### src/rtl/sqlx_pkg.sv
// Shared types, token codes, character codes and keyword table of the SQL token lexer.
package sqlx_pkg;

  // Default sizes
  localparam int KwMaxLenDefault  = 8;
  localparam int OffsetWidthDef   = 32;
  localparam int LengthWidthDef   = 16;
  localparam int MaxResults       = 3;
  localparam int NumKeywords      = 33;
  localparam int KwLongest        = 8;
  localparam int QueueDepth       = 4;

  // Scan modes, one-hot
  typedef enum logic [8:0] {
    MODE_IDLE   = 9'b000000001,
    MODE_LT     = 9'b000000010,
    MODE_GT     = 9'b000000100,
    MODE_BANG   = 9'b000001000,
    MODE_STR    = 9'b000010000,
    MODE_INT    = 9'b000100000,
    MODE_INTDOT = 9'b001000000,
    MODE_FRAC   = 9'b010000000,
    MODE_WORD   = 9'b100000000
  } mode_e;

  // Token codes beyond the keywords
  localparam logic [5:0] TOK_LPAREN  = 6'd33;
  localparam logic [5:0] TOK_RPAREN  = 6'd34;
  localparam logic [5:0] TOK_COMMA   = 6'd35;
  localparam logic [5:0] TOK_SEMI    = 6'd36;
  localparam logic [5:0] TOK_STAR    = 6'd37;
  localparam logic [5:0] TOK_DOT     = 6'd38;
  localparam logic [5:0] TOK_EQ      = 6'd39;
  localparam logic [5:0] TOK_LT      = 6'd40;
  localparam logic [5:0] TOK_LE      = 6'd41;
  localparam logic [5:0] TOK_GT      = 6'd42;
  localparam logic [5:0] TOK_GE      = 6'd43;
  localparam logic [5:0] TOK_NE      = 6'd44;
  localparam logic [5:0] TOK_STRING  = 6'd45;
  localparam logic [5:0] TOK_INT     = 6'd46;
  localparam logic [5:0] TOK_FLOAT   = 6'd47;
  localparam logic [5:0] TOK_IDENT   = 6'd48;
  localparam logic [5:0] TOK_UNKNOWN = 6'd49;
  localparam logic [5:0] TOK_END     = 6'd50;

  // Character codes
  localparam logic [7:0] CH_SPACE  = 8'h20;
  localparam logic [7:0] CH_TAB    = 8'h09;
  localparam logic [7:0] CH_CR     = 8'h0D;
  localparam logic [7:0] CH_LF     = 8'h0A;
  localparam logic [7:0] CH_LPAREN = 8'h28;
  localparam logic [7:0] CH_RPAREN = 8'h29;
  localparam logic [7:0] CH_COMMA  = 8'h2C;
  localparam logic [7:0] CH_SEMI   = 8'h3B;
  localparam logic [7:0] CH_STAR   = 8'h2A;
  localparam logic [7:0] CH_DOT    = 8'h2E;
  localparam logic [7:0] CH_EQ     = 8'h3D;
  localparam logic [7:0] CH_LT     = 8'h3C;
  localparam logic [7:0] CH_GT     = 8'h3E;
  localparam logic [7:0] CH_BANG   = 8'h21;
  localparam logic [7:0] CH_QUOTE  = 8'h27;
  localparam logic [7:0] CH_UNDER  = 8'h5F;

  // One result item
  typedef struct packed {
    logic [5:0]  token_type;
    logic [31:0] text_start;
    logic [15:0] text_length;
    logic [31:0] line_number;
    logic        run_last;
  } token_t;

  // Keyword table, right-aligned text, first character in the top used byte
  localparam logic [63:0] KW_WORD [NumKeywords] = '{
    64'("create"), 64'("table"), 64'("insert"), 64'("into"), 64'("values"),
    64'("select"), 64'("from"), 64'("where"), 64'("update"), 64'("set"),
    64'("delete"), 64'("drop"), 64'("index"), 64'("on"), 64'("begin"),
    64'("commit"), 64'("rollback"), 64'("join"), 64'("inner"), 64'("left"),
    64'("group"), 64'("by"), 64'("order"), 64'("asc"), 64'("desc"),
    64'("count"), 64'("sum"), 64'("avg"), 64'("min"), 64'("max"),
    64'("int"), 64'("float"), 64'("text")
  };
  localparam int KW_LEN [NumKeywords] = '{
    6, 5, 6, 4, 6, 6, 4, 5, 6, 3, 6, 4, 5, 2, 5, 6, 8, 4, 5, 4, 5, 2, 5,
    3, 4, 5, 3, 3, 3, 3, 3, 5, 4
  };

  // Character i of keyword k
  function automatic logic [7:0] kw_char(int k, int i);
    logic [63:0] w;
    w = KW_WORD[k] << (8 * (KwLongest - KW_LEN[k]));
    return w[63 - 8 * i -: 8];
  endfunction

endpackage

### src/rtl/sqlx_if.sv
// Valid/ready channel interfaces for source bytes and tokens.
interface sqlx_in_if;
  logic       valid;
  logic       ready;
  logic       func;
  logic [7:0] char_code;
  modport source (output valid, output func, output char_code, input ready);
  modport sink (input valid, input func, input char_code, output ready);
endinterface

interface sqlx_out_if;
  logic        valid;
  logic        ready;
  logic [5:0]  token_type;
  logic [31:0] text_start;
  logic [15:0] text_length;
  logic [31:0] line_number;
  logic        run_last;
  modport source (output valid, output token_type, output text_start, output text_length,
                  output line_number, output run_last, input ready);
  modport sink (input valid, input token_type, input text_start, input text_length,
                input line_number, input run_last, output ready);
endinterface

### src/rtl/sqlx_scan.sv
// Scanner state and the per-byte token logic: up to three tokens per transfer.
module sqlx_scan #(
  parameter int KeywordMaxLen = sqlx_pkg::KwMaxLenDefault,
  parameter int OffsetWidth   = sqlx_pkg::OffsetWidthDef,
  parameter int LengthWidth   = sqlx_pkg::LengthWidthDef
) (
  input  logic              clk_i,
  input  logic              rst_ni,
  input  logic              fire_i,
  input  logic              func_i,
  input  logic [7:0]        char_i,
  output sqlx_pkg::token_t  tok_o [sqlx_pkg::MaxResults],
  output logic [1:0]        count_o
);
  import sqlx_pkg::*;

  localparam int IdxW = $clog2(KeywordMaxLen);

  mode_e                  mode_q, mode_d;
  logic [OffsetWidth-1:0] start_q, start_d;
  logic [LengthWidth-1:0] len_q, len_d;
  logic [OffsetWidth-1:0] off_q, off_d;
  logic [31:0]            line_q, line_d;
  logic [7:0]             word_q [KeywordMaxLen];

  logic                   wr_en;
  logic [IdxW-1:0]        wr_idx;
  logic [7:0]             wr_char;
  logic [5:0]             word_type;
  token_t                 tok [MaxResults];
  logic [1:0]             n;
  logic                   flush_en, idle_en;

  function automatic logic [LengthWidth-1:0] len_inc(logic [LengthWidth-1:0] v);
    return (&v) ? v : v + 1'b1;
  endfunction

  function automatic logic is_digit(logic [7:0] c);
    return (c >= "0") && (c <= "9");
  endfunction

  function automatic logic is_alpha(logic [7:0] c);
    return ((c >= "a") && (c <= "z")) || ((c >= "A") && (c <= "Z"));
  endfunction

  function automatic logic [7:0] lower(logic [7:0] c);
    return ((c >= "A") && (c <= "Z")) ? c + 8'd32 : c;
  endfunction

  function automatic token_t mk_tok(logic [5:0] ty, logic [OffsetWidth-1:0] st,
                                    logic [LengthWidth-1:0] ln, logic [31:0] line);
    token_t     t;
    logic [63:0] st_w;
    logic [31:0] ln_w;
    st_w          = 64'(st);
    ln_w          = 32'(ln);
    t.token_type  = ty;
    t.text_start  = st_w[31:0];
    t.text_length = ln_w[15:0];
    t.line_number = line;
    t.run_last    = 1'b0;
    return t;
  endfunction

  // Keyword match against the stored word, all entries in parallel
  always_comb begin
    logic m;
    word_type = TOK_IDENT;
    for (int k = 0; k < NumKeywords; k++) begin
      m = (32'(len_q) == KW_LEN[k]);
      for (int i = 0; i < KwLongest; i++) begin
        if (i < KW_LEN[k]) m = m & (word_q[i] == kw_char(k, i));
      end
      if (m) word_type = 6'(k);
    end
  end

  // Next state and emitted tokens
  always_comb begin
    mode_d   = mode_q;
    start_d  = start_q;
    len_d    = len_q;
    off_d    = off_q + 1'b1;
    line_d   = line_q;
    wr_en    = 1'b0;
    wr_idx   = len_q[IdxW-1:0];
    wr_char  = lower(char_i);
    n        = 2'd0;
    flush_en = 1'b0;
    idle_en  = 1'b0;
    for (int r = 0; r < MaxResults; r++) tok[r] = '0;

    if (func_i) begin
      flush_en = 1'b1;
    end else begin
      unique case (mode_q)
        MODE_LT, MODE_GT, MODE_BANG: begin
          if (char_i == CH_EQ) begin
            tok[n] = mk_tok((mode_q == MODE_LT) ? TOK_LE :
                            (mode_q == MODE_GT) ? TOK_GE : TOK_NE,
                            start_q, LengthWidth'(2), line_q);
            n = n + 1'b1;
            mode_d = MODE_IDLE;
          end else begin
            flush_en = 1'b1;
            idle_en  = 1'b1;
          end
        end
        MODE_STR: begin
          if (char_i == CH_QUOTE) begin
            tok[n] = mk_tok(TOK_STRING, start_q, len_q, line_q);
            n = n + 1'b1;
            mode_d = MODE_IDLE;
          end else begin
            len_d = len_inc(len_q);
            if (char_i == CH_LF && !(&line_q)) line_d = line_q + 1'b1;
          end
        end
        MODE_INT: begin
          if (is_digit(char_i)) len_d = len_inc(len_q);
          else if (char_i == CH_DOT) mode_d = MODE_INTDOT;
          else begin
            flush_en = 1'b1;
            idle_en  = 1'b1;
          end
        end
        MODE_INTDOT: begin
          if (is_digit(char_i)) begin
            len_d  = len_inc(len_inc(len_q));
            mode_d = MODE_FRAC;
          end else begin
            flush_en = 1'b1;
            idle_en  = 1'b1;
          end
        end
        MODE_FRAC: begin
          if (is_digit(char_i)) len_d = len_inc(len_q);
          else begin
            flush_en = 1'b1;
            idle_en  = 1'b1;
          end
        end
        MODE_WORD: begin
          if (is_alpha(char_i) || is_digit(char_i) || char_i == CH_UNDER) begin
            wr_en = (32'(len_q) < 32'(KeywordMaxLen));
            len_d = len_inc(len_q);
          end else begin
            flush_en = 1'b1;
            idle_en  = 1'b1;
          end
        end
        default: idle_en = 1'b1;
      endcase
    end

    // Pending token of the current mode
    if (flush_en) begin
      mode_d = MODE_IDLE;
      unique case (mode_q)
        MODE_LT: begin
          tok[n] = mk_tok(TOK_LT, start_q, LengthWidth'(1), line_q); n = n + 1'b1;
        end
        MODE_GT: begin
          tok[n] = mk_tok(TOK_GT, start_q, LengthWidth'(1), line_q); n = n + 1'b1;
        end
        MODE_BANG: begin
          tok[n] = mk_tok(TOK_UNKNOWN, start_q, LengthWidth'(1), line_q); n = n + 1'b1;
        end
        MODE_STR: begin
          tok[n] = mk_tok(TOK_UNKNOWN, start_q, len_q, line_q); n = n + 1'b1;
        end
        MODE_INT: begin
          tok[n] = mk_tok(TOK_INT, start_q, len_q, line_q); n = n + 1'b1;
        end
        MODE_INTDOT: begin
          tok[n] = mk_tok(TOK_INT, start_q, len_q, line_q); n = n + 1'b1;
          tok[n] = mk_tok(TOK_DOT, off_q - 1'b1, LengthWidth'(1), line_q); n = n + 1'b1;
        end
        MODE_FRAC: begin
          tok[n] = mk_tok(TOK_FLOAT, start_q, len_q, line_q); n = n + 1'b1;
        end
        MODE_WORD: begin
          tok[n] = mk_tok(word_type, start_q, len_q, line_q); n = n + 1'b1;
        end
        default: ;
      endcase
    end

    // Current byte seen from idle
    if (idle_en) begin
      mode_d = MODE_IDLE;
      case (char_i)
        CH_SPACE, CH_TAB, CH_CR: ;
        CH_LF:     if (!(&line_q)) line_d = line_q + 1'b1;
        CH_LPAREN: begin tok[n] = mk_tok(TOK_LPAREN, off_q, LengthWidth'(1), line_q); n = n + 1'b1; end
        CH_RPAREN: begin tok[n] = mk_tok(TOK_RPAREN, off_q, LengthWidth'(1), line_q); n = n + 1'b1; end
        CH_COMMA:  begin tok[n] = mk_tok(TOK_COMMA, off_q, LengthWidth'(1), line_q); n = n + 1'b1; end
        CH_SEMI:   begin tok[n] = mk_tok(TOK_SEMI, off_q, LengthWidth'(1), line_q); n = n + 1'b1; end
        CH_STAR:   begin tok[n] = mk_tok(TOK_STAR, off_q, LengthWidth'(1), line_q); n = n + 1'b1; end
        CH_DOT:    begin tok[n] = mk_tok(TOK_DOT, off_q, LengthWidth'(1), line_q); n = n + 1'b1; end
        CH_EQ:     begin tok[n] = mk_tok(TOK_EQ, off_q, LengthWidth'(1), line_q); n = n + 1'b1; end
        CH_LT:     begin mode_d = MODE_LT; start_d = off_q; end
        CH_GT:     begin mode_d = MODE_GT; start_d = off_q; end
        CH_BANG:   begin mode_d = MODE_BANG; start_d = off_q; end
        CH_QUOTE: begin
          mode_d  = MODE_STR;
          start_d = off_q + 1'b1;
          len_d   = '0;
        end
        default: begin
          if (is_digit(char_i)) begin
            mode_d  = MODE_INT;
            start_d = off_q;
            len_d   = LengthWidth'(1);
          end else if (is_alpha(char_i) || char_i == CH_UNDER) begin
            mode_d  = MODE_WORD;
            start_d = off_q;
            len_d   = LengthWidth'(1);
            wr_en   = 1'b1;
            wr_idx  = '0;
          end else begin
            tok[n] = mk_tok(TOK_UNKNOWN, off_q, LengthWidth'(1), line_q);
            n = n + 1'b1;
          end
        end
      endcase
    end

    // End marker: end token, then back to reset state
    if (func_i) begin
      tok[n] = mk_tok(TOK_END, off_q, '0, line_q);
      n = n + 1'b1;
      mode_d  = MODE_IDLE;
      start_d = '0;
      len_d   = '0;
      off_d   = '0;
      line_d  = 32'd1;
      wr_en   = 1'b0;
    end

    if (n != 2'd0) tok[n - 1'b1].run_last = 1'b1;
  end

  assign tok_o   = tok;
  assign count_o = n;

  // Scanner registers
  always_ff @(posedge clk_i or negedge rst_ni) begin
    if (!rst_ni) begin
      mode_q  <= MODE_IDLE;
      start_q <= '0;
      len_q   <= '0;
      off_q   <= '0;
      line_q  <= 32'd1;
    end else if (fire_i) begin
      mode_q  <= mode_d;
      start_q <= start_d;
      len_q   <= len_d;
      off_q   <= off_d;
      line_q  <= line_d;
    end
  end

  // Lowercased word store
  always_ff @(posedge clk_i) begin
    if (fire_i && wr_en) word_q[wr_idx] <= wr_char;
  end

endmodule

### src/rtl/sqlx_queue.sv
// Four-slot result queue: takes up to three tokens at once, hands out one per transfer.
module sqlx_queue (
  input  logic              clk_i,
  input  logic              rst_ni,
  input  logic              push_i,
  input  sqlx_pkg::token_t  push_tok_i [sqlx_pkg::MaxResults],
  input  logic [1:0]        push_cnt_i,
  input  logic              pop_i,
  output logic              space_o,
  output logic              valid_o,
  output sqlx_pkg::token_t  tok_o
);
  import sqlx_pkg::*;

  token_t     slot_q [QueueDepth];
  token_t     slot_d [QueueDepth];
  logic [2:0] cnt_q, cnt_d;
  logic [2:0] base;
  logic [2:0] add;

  // Room for a full set of three after this cycle's transfer
  assign space_o = (cnt_q <= 3'd1) || (cnt_q == 3'd2 && pop_i);
  assign valid_o = (cnt_q != 3'd0);
  assign tok_o   = slot_q[0];

  // Shift out on pop, then append new tokens behind the survivors
  always_comb begin
    logic [2:0] rel;
    base = cnt_q - {2'b0, pop_i};
    add  = push_i ? {1'b0, push_cnt_i} : 3'd0;
    for (int j = 0; j < QueueDepth; j++) begin
      rel = 3'(j) - base;
      if (3'(j) < base) begin
        if (pop_i && j < QueueDepth - 1) slot_d[j] = slot_q[j + 1];
        else slot_d[j] = slot_q[j];
      end else if (rel < add) begin
        slot_d[j] = push_tok_i[rel[1:0]];
      end else begin
        slot_d[j] = slot_q[j];
      end
    end
    cnt_d = base + add;
  end

  always_ff @(posedge clk_i or negedge rst_ni) begin
    if (!rst_ni) cnt_q <= '0;
    else cnt_q <= cnt_d;
  end

  always_ff @(posedge clk_i) begin
    slot_q <= slot_d;
  end

endmodule

### src/rtl/sql_token_lexer.sv
// Streaming SQL lexer: one source byte (or end marker) per transfer in, tokens out.
// Each accepted byte is scanned in the same cycle it is taken and yields zero to three
// tokens, which go into a four-slot queue; the output side hands out one token per
// cycle while the receiver is ready. The input takes one byte per cycle as long as the
// queue has room for three more tokens, so the sustained rate is one byte per cycle
// until the stream yields more than one token per byte; the single output port then sets
// the pace. Token text is not copied: a token carries its start offset, length and
// the line count at the moment it was emitted. An end marker flushes any open token,
// emits the end token with run_last set, and returns the scanner to its reset state.
module sql_token_lexer #(
  parameter int KeywordMaxLen = sqlx_pkg::KwMaxLenDefault,
  parameter int OffsetWidth   = sqlx_pkg::OffsetWidthDef,
  parameter int LengthWidth   = sqlx_pkg::LengthWidthDef
) (
  input  logic       clk_i,
  input  logic       rst_ni,
  sqlx_in_if.sink    in_i,
  sqlx_out_if.source out_o
);
  import sqlx_pkg::*;

  token_t     scan_tok [MaxResults];
  logic [1:0] scan_cnt;
  token_t     head_tok;
  logic       space;
  logic       in_fire;
  logic       out_fire;

  assign in_i.ready = space;
  assign in_fire    = in_i.valid && space;
  assign out_fire   = out_o.valid && out_o.ready;

  // Scanner
  sqlx_scan #(
    .KeywordMaxLen(KeywordMaxLen),
    .OffsetWidth  (OffsetWidth),
    .LengthWidth  (LengthWidth)
  ) u_scan (
    .clk_i  (clk_i),
    .rst_ni (rst_ni),
    .fire_i (in_fire),
    .func_i (in_i.func),
    .char_i (in_i.char_code),
    .tok_o  (scan_tok),
    .count_o(scan_cnt)
  );

  // Result queue
  sqlx_queue u_queue (
    .clk_i     (clk_i),
    .rst_ni    (rst_ni),
    .push_i    (in_fire),
    .push_tok_i(scan_tok),
    .push_cnt_i(scan_cnt),
    .pop_i     (out_fire),
    .space_o   (space),
    .valid_o   (out_o.valid),
    .tok_o     (head_tok)
  );

  assign out_o.token_type  = head_tok.token_type;
  assign out_o.text_start  = head_tok.text_start;
  assign out_o.text_length = head_tok.text_length;
  assign out_o.line_number = head_tok.line_number;
  assign out_o.run_last    = head_tok.run_last;

endmodule

### src/flat_wrapper.sv
// flat-port wrapper written by rule: the top's interface ports become plain ports
module sql_token_lexer_flat import sqlx_pkg::*;
#(
  parameter int KeywordMaxLen = sqlx_pkg::KwMaxLenDefault,
  parameter int OffsetWidth   = sqlx_pkg::OffsetWidthDef,
  parameter int LengthWidth   = sqlx_pkg::LengthWidthDef
)
  (clk_i, rst_ni, in_i_valid, in_i_func, in_i_char_code, in_i_ready, out_o_valid, out_o_token_type, out_o_text_start, out_o_text_length, out_o_line_number, out_o_run_last, out_o_ready);
  sqlx_in_if in_i_i ();
  sqlx_out_if out_o_i ();
  input  logic clk_i;
  input  logic rst_ni;
  input wire logic [$bits(in_i_i.valid)-1:0] in_i_valid;
  input wire logic [$bits(in_i_i.func)-1:0] in_i_func;
  input wire logic [$bits(in_i_i.char_code)-1:0] in_i_char_code;
  output wire logic [$bits(in_i_i.ready)-1:0] in_i_ready;
  output wire logic [$bits(out_o_i.valid)-1:0] out_o_valid;
  output wire logic [$bits(out_o_i.token_type)-1:0] out_o_token_type;
  output wire logic [$bits(out_o_i.text_start)-1:0] out_o_text_start;
  output wire logic [$bits(out_o_i.text_length)-1:0] out_o_text_length;
  output wire logic [$bits(out_o_i.line_number)-1:0] out_o_line_number;
  output wire logic [$bits(out_o_i.run_last)-1:0] out_o_run_last;
  input wire logic [$bits(out_o_i.ready)-1:0] out_o_ready;
  assign in_i_i.valid = in_i_valid;
  assign in_i_i.func = in_i_func;
  assign in_i_i.char_code = in_i_char_code;
  assign in_i_ready = in_i_i.ready;
  assign out_o_valid = out_o_i.valid;
  assign out_o_token_type = out_o_i.token_type;
  assign out_o_text_start = out_o_i.text_start;
  assign out_o_text_length = out_o_i.text_length;
  assign out_o_line_number = out_o_i.line_number;
  assign out_o_run_last = out_o_i.run_last;
  assign out_o_i.ready = out_o_ready;
  sql_token_lexer #(.KeywordMaxLen(KeywordMaxLen), .OffsetWidth(OffsetWidth), .LengthWidth(LengthWidth)) u_core (.clk_i(clk_i), .rst_ni(rst_ni), .in_i(in_i_i), .out_o(out_o_i));
endmodule
### config.mk
export PLATFORM = sky130hd
export DESIGN_NAME = sql_token_lexer_flat
export DESIGN_NICKNAME = d
export VERILOG_FILES = /design/src/rtl/sqlx_pkg.sv /design/src/rtl/sqlx_if.sv /design/src/rtl/sqlx_scan.sv /design/src/rtl/sqlx_queue.sv /design/src/rtl/sql_token_lexer.sv /design/src/flat_wrapper.sv
export SDC_FILE = /design/constraint.sdc
export NUM_CORES = 2
export LEC_CHECK = 0
export BUFFER_PORTS_ARGS = -buffer_cell sky130_fd_sc_hd__buf_2
export CORE_AREA = 3 3 217 261
export DETAILED_ROUTE_END_ITERATION = 8
export DIE_AREA = 0 0 220 264
export PLACE_DENSITY = 0.81
export SETUP_SLACK_MARGIN = 0.4
export SYNTH_ARGS = -nofsm -noshare
export SYNTH_HDL_FRONTEND = slang
export SYNTH_HIERARCHICAL = 1
export SYNTH_SLANG_ARGS = --single-unit
### constraint.sdc
create_clock -name clk_i -period 11.95 [get_ports clk_i]
set_input_delay 0.5975 -clock clk_i [delete_from_list [all_inputs] [get_ports clk_i]]
set_output_delay 0.5975 -clock clk_i [all_outputs]
set_load 0.05 [all_outputs]
==> impl_metrics.toml <==
[floorplanning]
placeableCoreArea_sq_um = 54000
chipHeight_um = 264
initial_utilization_pct = 64.2
io_pins = 102
design.die.area_sq_um = 58100
fp.dieW_um = 220
num_rows = 93

[synth]
number_of_synthesized_flops_with_an_enable_pin = 412
syn_inst = 3531
synthesis.yosys.warnings = 6
largest_family_of_logic_cells_by_synthesized_area = "simple AND/OR/NAND/NOR gates"
netlist.area_leader.share_pct = 35.7
synthFlopType = "edfxtp_1"
postSynthAreaPerCell_sq_um = 9.81
compound_gate_fraction_of_synth_area_pct = 16.8
post-synth-top-area-cell = "edfxtp_1"
cells_taking_the_most_area_after_synthesis = "edfxtp_1, dfrtp_1, mux2_2"
synth_seq_cells = 536
adder_and_majority_gate_portion_of_the_synthesized_area_pct = 0.831
async_flop_share_pct = 23.1
yosysSeqAreaShare_pct = 44.7
yosys.area_share.simple_pct = 16.9
yosysUniqueCellTypes = 93
post_synth_xor_area_fraction_pct = 2.28
synth_mux_area_share_pct = 11.9
synth_area_sq_um = 34600

[global_routing]
grt.met1_usage_pct = 46.9
grt_util_all_layers_pct = 36.8
gr-total-overflow = 0
global_route.usage.met3_pct = 6.67
grtUsageMet2_pct = 59.4
globalRoute.busiestLayer = "met2"
wire_length_of_the_first_global_routing_pass_um = 168000
grt_antenna_before_repair = 1
grt_pass1_vias = 29300
largest_net_degree_at_the_start_of_global_routing = 76

[cts]
cts_root_buffer = "clkbuf_16"
clk_latency_ps = 630
cts_buffers = 54
post-cts-setup-buffers = 0
clock_sink_count = 536
tritoncts_clock_tree = "done"
clockBufferDepth = 3
clk_pin_slew_worst_paths_ps = 60
clock_tree.htree_level_count = 2

[critical_path]
crit_fanout = 45
reg2reg_depth = 19
worst_setup_path_end_kind = "flop"
cp.arrival_ps = 7390
worstSetupStartpointType = "flop"
setup.worst_path.class = "flop to flop"
crit_required_ps = 12200

[route]
routed_wirelength_um = 110000
vias = 29700
number_of_vias_per_cell_after_detailed_routing = 7.17
drt-wirelength-per-cell_um = 26.5
drt_iter0_drc = 3933
drtPass1Iterations = 6
drc = 0
ant_nets = 0

[place]
buffer_ports.inserted = 101
gp_congestion = 1.01
placed_cell_area_sq_um = 34700
dp.final_hpwl_um = 70900

[final_layout]
final_cell_mix = "edfxtp_1, nand2_1, a21oi_1"
filler_cell_count = 4013
antennaDiodeCount = 0
syn2layout_area_growth_pct = 5.41
final_layout_size_suffix_gt1_share_pct = 15.4
layout.cells.most_common = "edfxtp_1"
finish.instance_area_sq_um = 36500
multi_input_area_sq_um = 17200
seqCellArea_sq_um = 15500
layout.nets = 3418

[timing]
setup_total_negative_slack_ps = 0
final_min_period_over_clock_period_pct = 59.8
min_period_ps = 7150
hold_viol = 0
slew_violations = 3
final-setup-viol-count = 0
rsz0062_at_grt = "no"
least_margin_pin_slew_ps = 1550
clock_skew_ps = 24.9
timing.max_slew.rel_slack_pct = -4.40
fmax_mhz = 140

[pwr]
static-leakage-power_nw = 13.2
vdd_ir_drop_max_uv = 416
pwr_cell_area_nw_per_um2 = 291

[run]
max_cap_violations = 1

[status]
violations = "capacitance limit, slew limit"
status = "finished with violations"

[min_path]
worst_hold_path_type = "primary input to flop"
hold_path_depth = 1
[synthesized netlist by cell type (8+ instances only)]
cell type	count
edfxtp_1	412
nand2_1	329
a21oi_1	307
mux2_2	212
o21ai_0	189
clkbuf_1	184
nor2_1	183
mux2i_1	146
buf_4	124
dfrtp_1	122
a22o_1	97
nor3_1	97
nand3_1	94
and2_1	87
xnor2_1	65
nor4_1	63
inv_1	60
o2bb2ai_1	59
nand4_1	55
buf_2	53
o31ai_1	48
nor2b_1	38
and3_1	35
or3_1	31
o22ai_1	28
a31oi_1	26
xor2_1	25
buf_1	24
ha_1	23
nand2b_1	22
a22oi_1	20
mux2_4	19
or2_2	16
o21a_1	14
or4_1	14
nor4b_1	11
o211ai_1	11
nor3b_1	10
a211oi_1	9
nand4b_1	9
a41oi_1	8
o21ai_1	8
[flip-flops by register name (all words and copies together), names as in the netlist, 9 cells and up]
| name | cells |
|---|---|
| u_core/u_scan/len_q | 16 |
| u_core/u_scan/off_q | 32 |
| u_core/u_queue/tok_o | 87 |
| u_core/u_scan/mode_q | 9 |
| u_core/u_queue/slot_q | 261 |
| u_core/u_scan/word_q | 64 |
| u_core/u_scan/line_q | 32 |
| u_core/u_scan/start_q | 32 |
[critical path, cell delays in order (launching register included)]
cell,delay [ps]
dfrtp_1,500
nor4_1,790
nand3_1,270
nor2_1,670
o21a_1,180
buf_4,460
o21ai_2,80
buf_4,270
ha_1,330
mux2i_1,250
inv_1,120
ha_1,310
nand2_1,60
o21ai_1,190
inv_1,150
nand2_1,140
ha_1,370
a21oi_1,180
and2_4,690
buf_4,690
[metrics by stage]
stage | total power, mW | setup WS [ps] | std cells | utilization (%) | hold WS [ps]
detailed placement | 8.74 | 4810 | 4037 | 64.2 | 493
finish | 10.6 | 4800 | 4140 | 67.6 | 378
CTS | 10.5 | 5150 | 4140 | 67.6 | 350
global placement | 8.58 | 4950 | 4037 | 64.2 | 486
floorplan | 7.62 | 2740 | 3562 | - | 302
global route | 11.0 | 4660 | 4140 | 67.6 | 371
[logic make-up after synthesis]
kind of cell / after synthesis
buf+inv: 453
xor+xnor: 90
simple gates: 1141
mux: 377
compound gates: 910
flops: 536
fa+ha+maj: 23
other cells: 1
[where the power goes]
part	internal [mW]	total [mW]	switching, mW	leakage [nW]
Combinational	1.65	5.14	3.49	6.74
Clock	0.997	1.75	0.757	0.890
Sequential	3.32	3.71	0.396	5.53
Total	5.96	10.6	4.65	13.2
[final timing paths]
kind                                                            start                                    end  slack [ps]
max in group asynchronous                                      rst_ni    u_core/u_scan/off_q[29]$_DFFE_PN0P_        9990
worst min register to register  u_core/u_scan/start_q[24]$_DFFE_PN0P_  u_core/u_scan/start_q[24]$_DFFE_PN0P_         510
worst max-delay path              u_core/u_scan/mode_q[3]$_DFFE_PN0P_    u_core/u_queue/slot_q[46]$_DFFE_PP_        4800
worst max register to register    u_core/u_scan/mode_q[3]$_DFFE_PN0P_    u_core/u_queue/slot_q[46]$_DFFE_PP_        4800
worst min-delay path                                in_i_char_code[3]   u_core/u_scan/word_q[5][3]$_DFFE_PP_         380
min in group asynchronous                                      rst_ni    u_core/u_scan/mode_q[4]$_DFFE_PN0P_         530
[layout make-up]
type	instances	area share [%]
inverters	64	0.658
multi-input cells	2573	47.0
clock buffers	70	4.09
flip-flops and latches	536	42.4
repair buffers	153	2.51
well taps	712	2.44
clock inverters	32	0.929
[what timing repair did]
item | 4_1_cts | 5_1_grt
gates resized for setup | 0 | 0
hold endpoints to repair | 6 | 0
hold buffers | 1 | 0
[layer usage]
layer	up-vias	part of all wire, %
met5	-	0.012
met4	2	6.1
met3	507	10
met2	2054	47
met1	14300	37
li1	12800	-
Power figures use the tool's default switching activity.
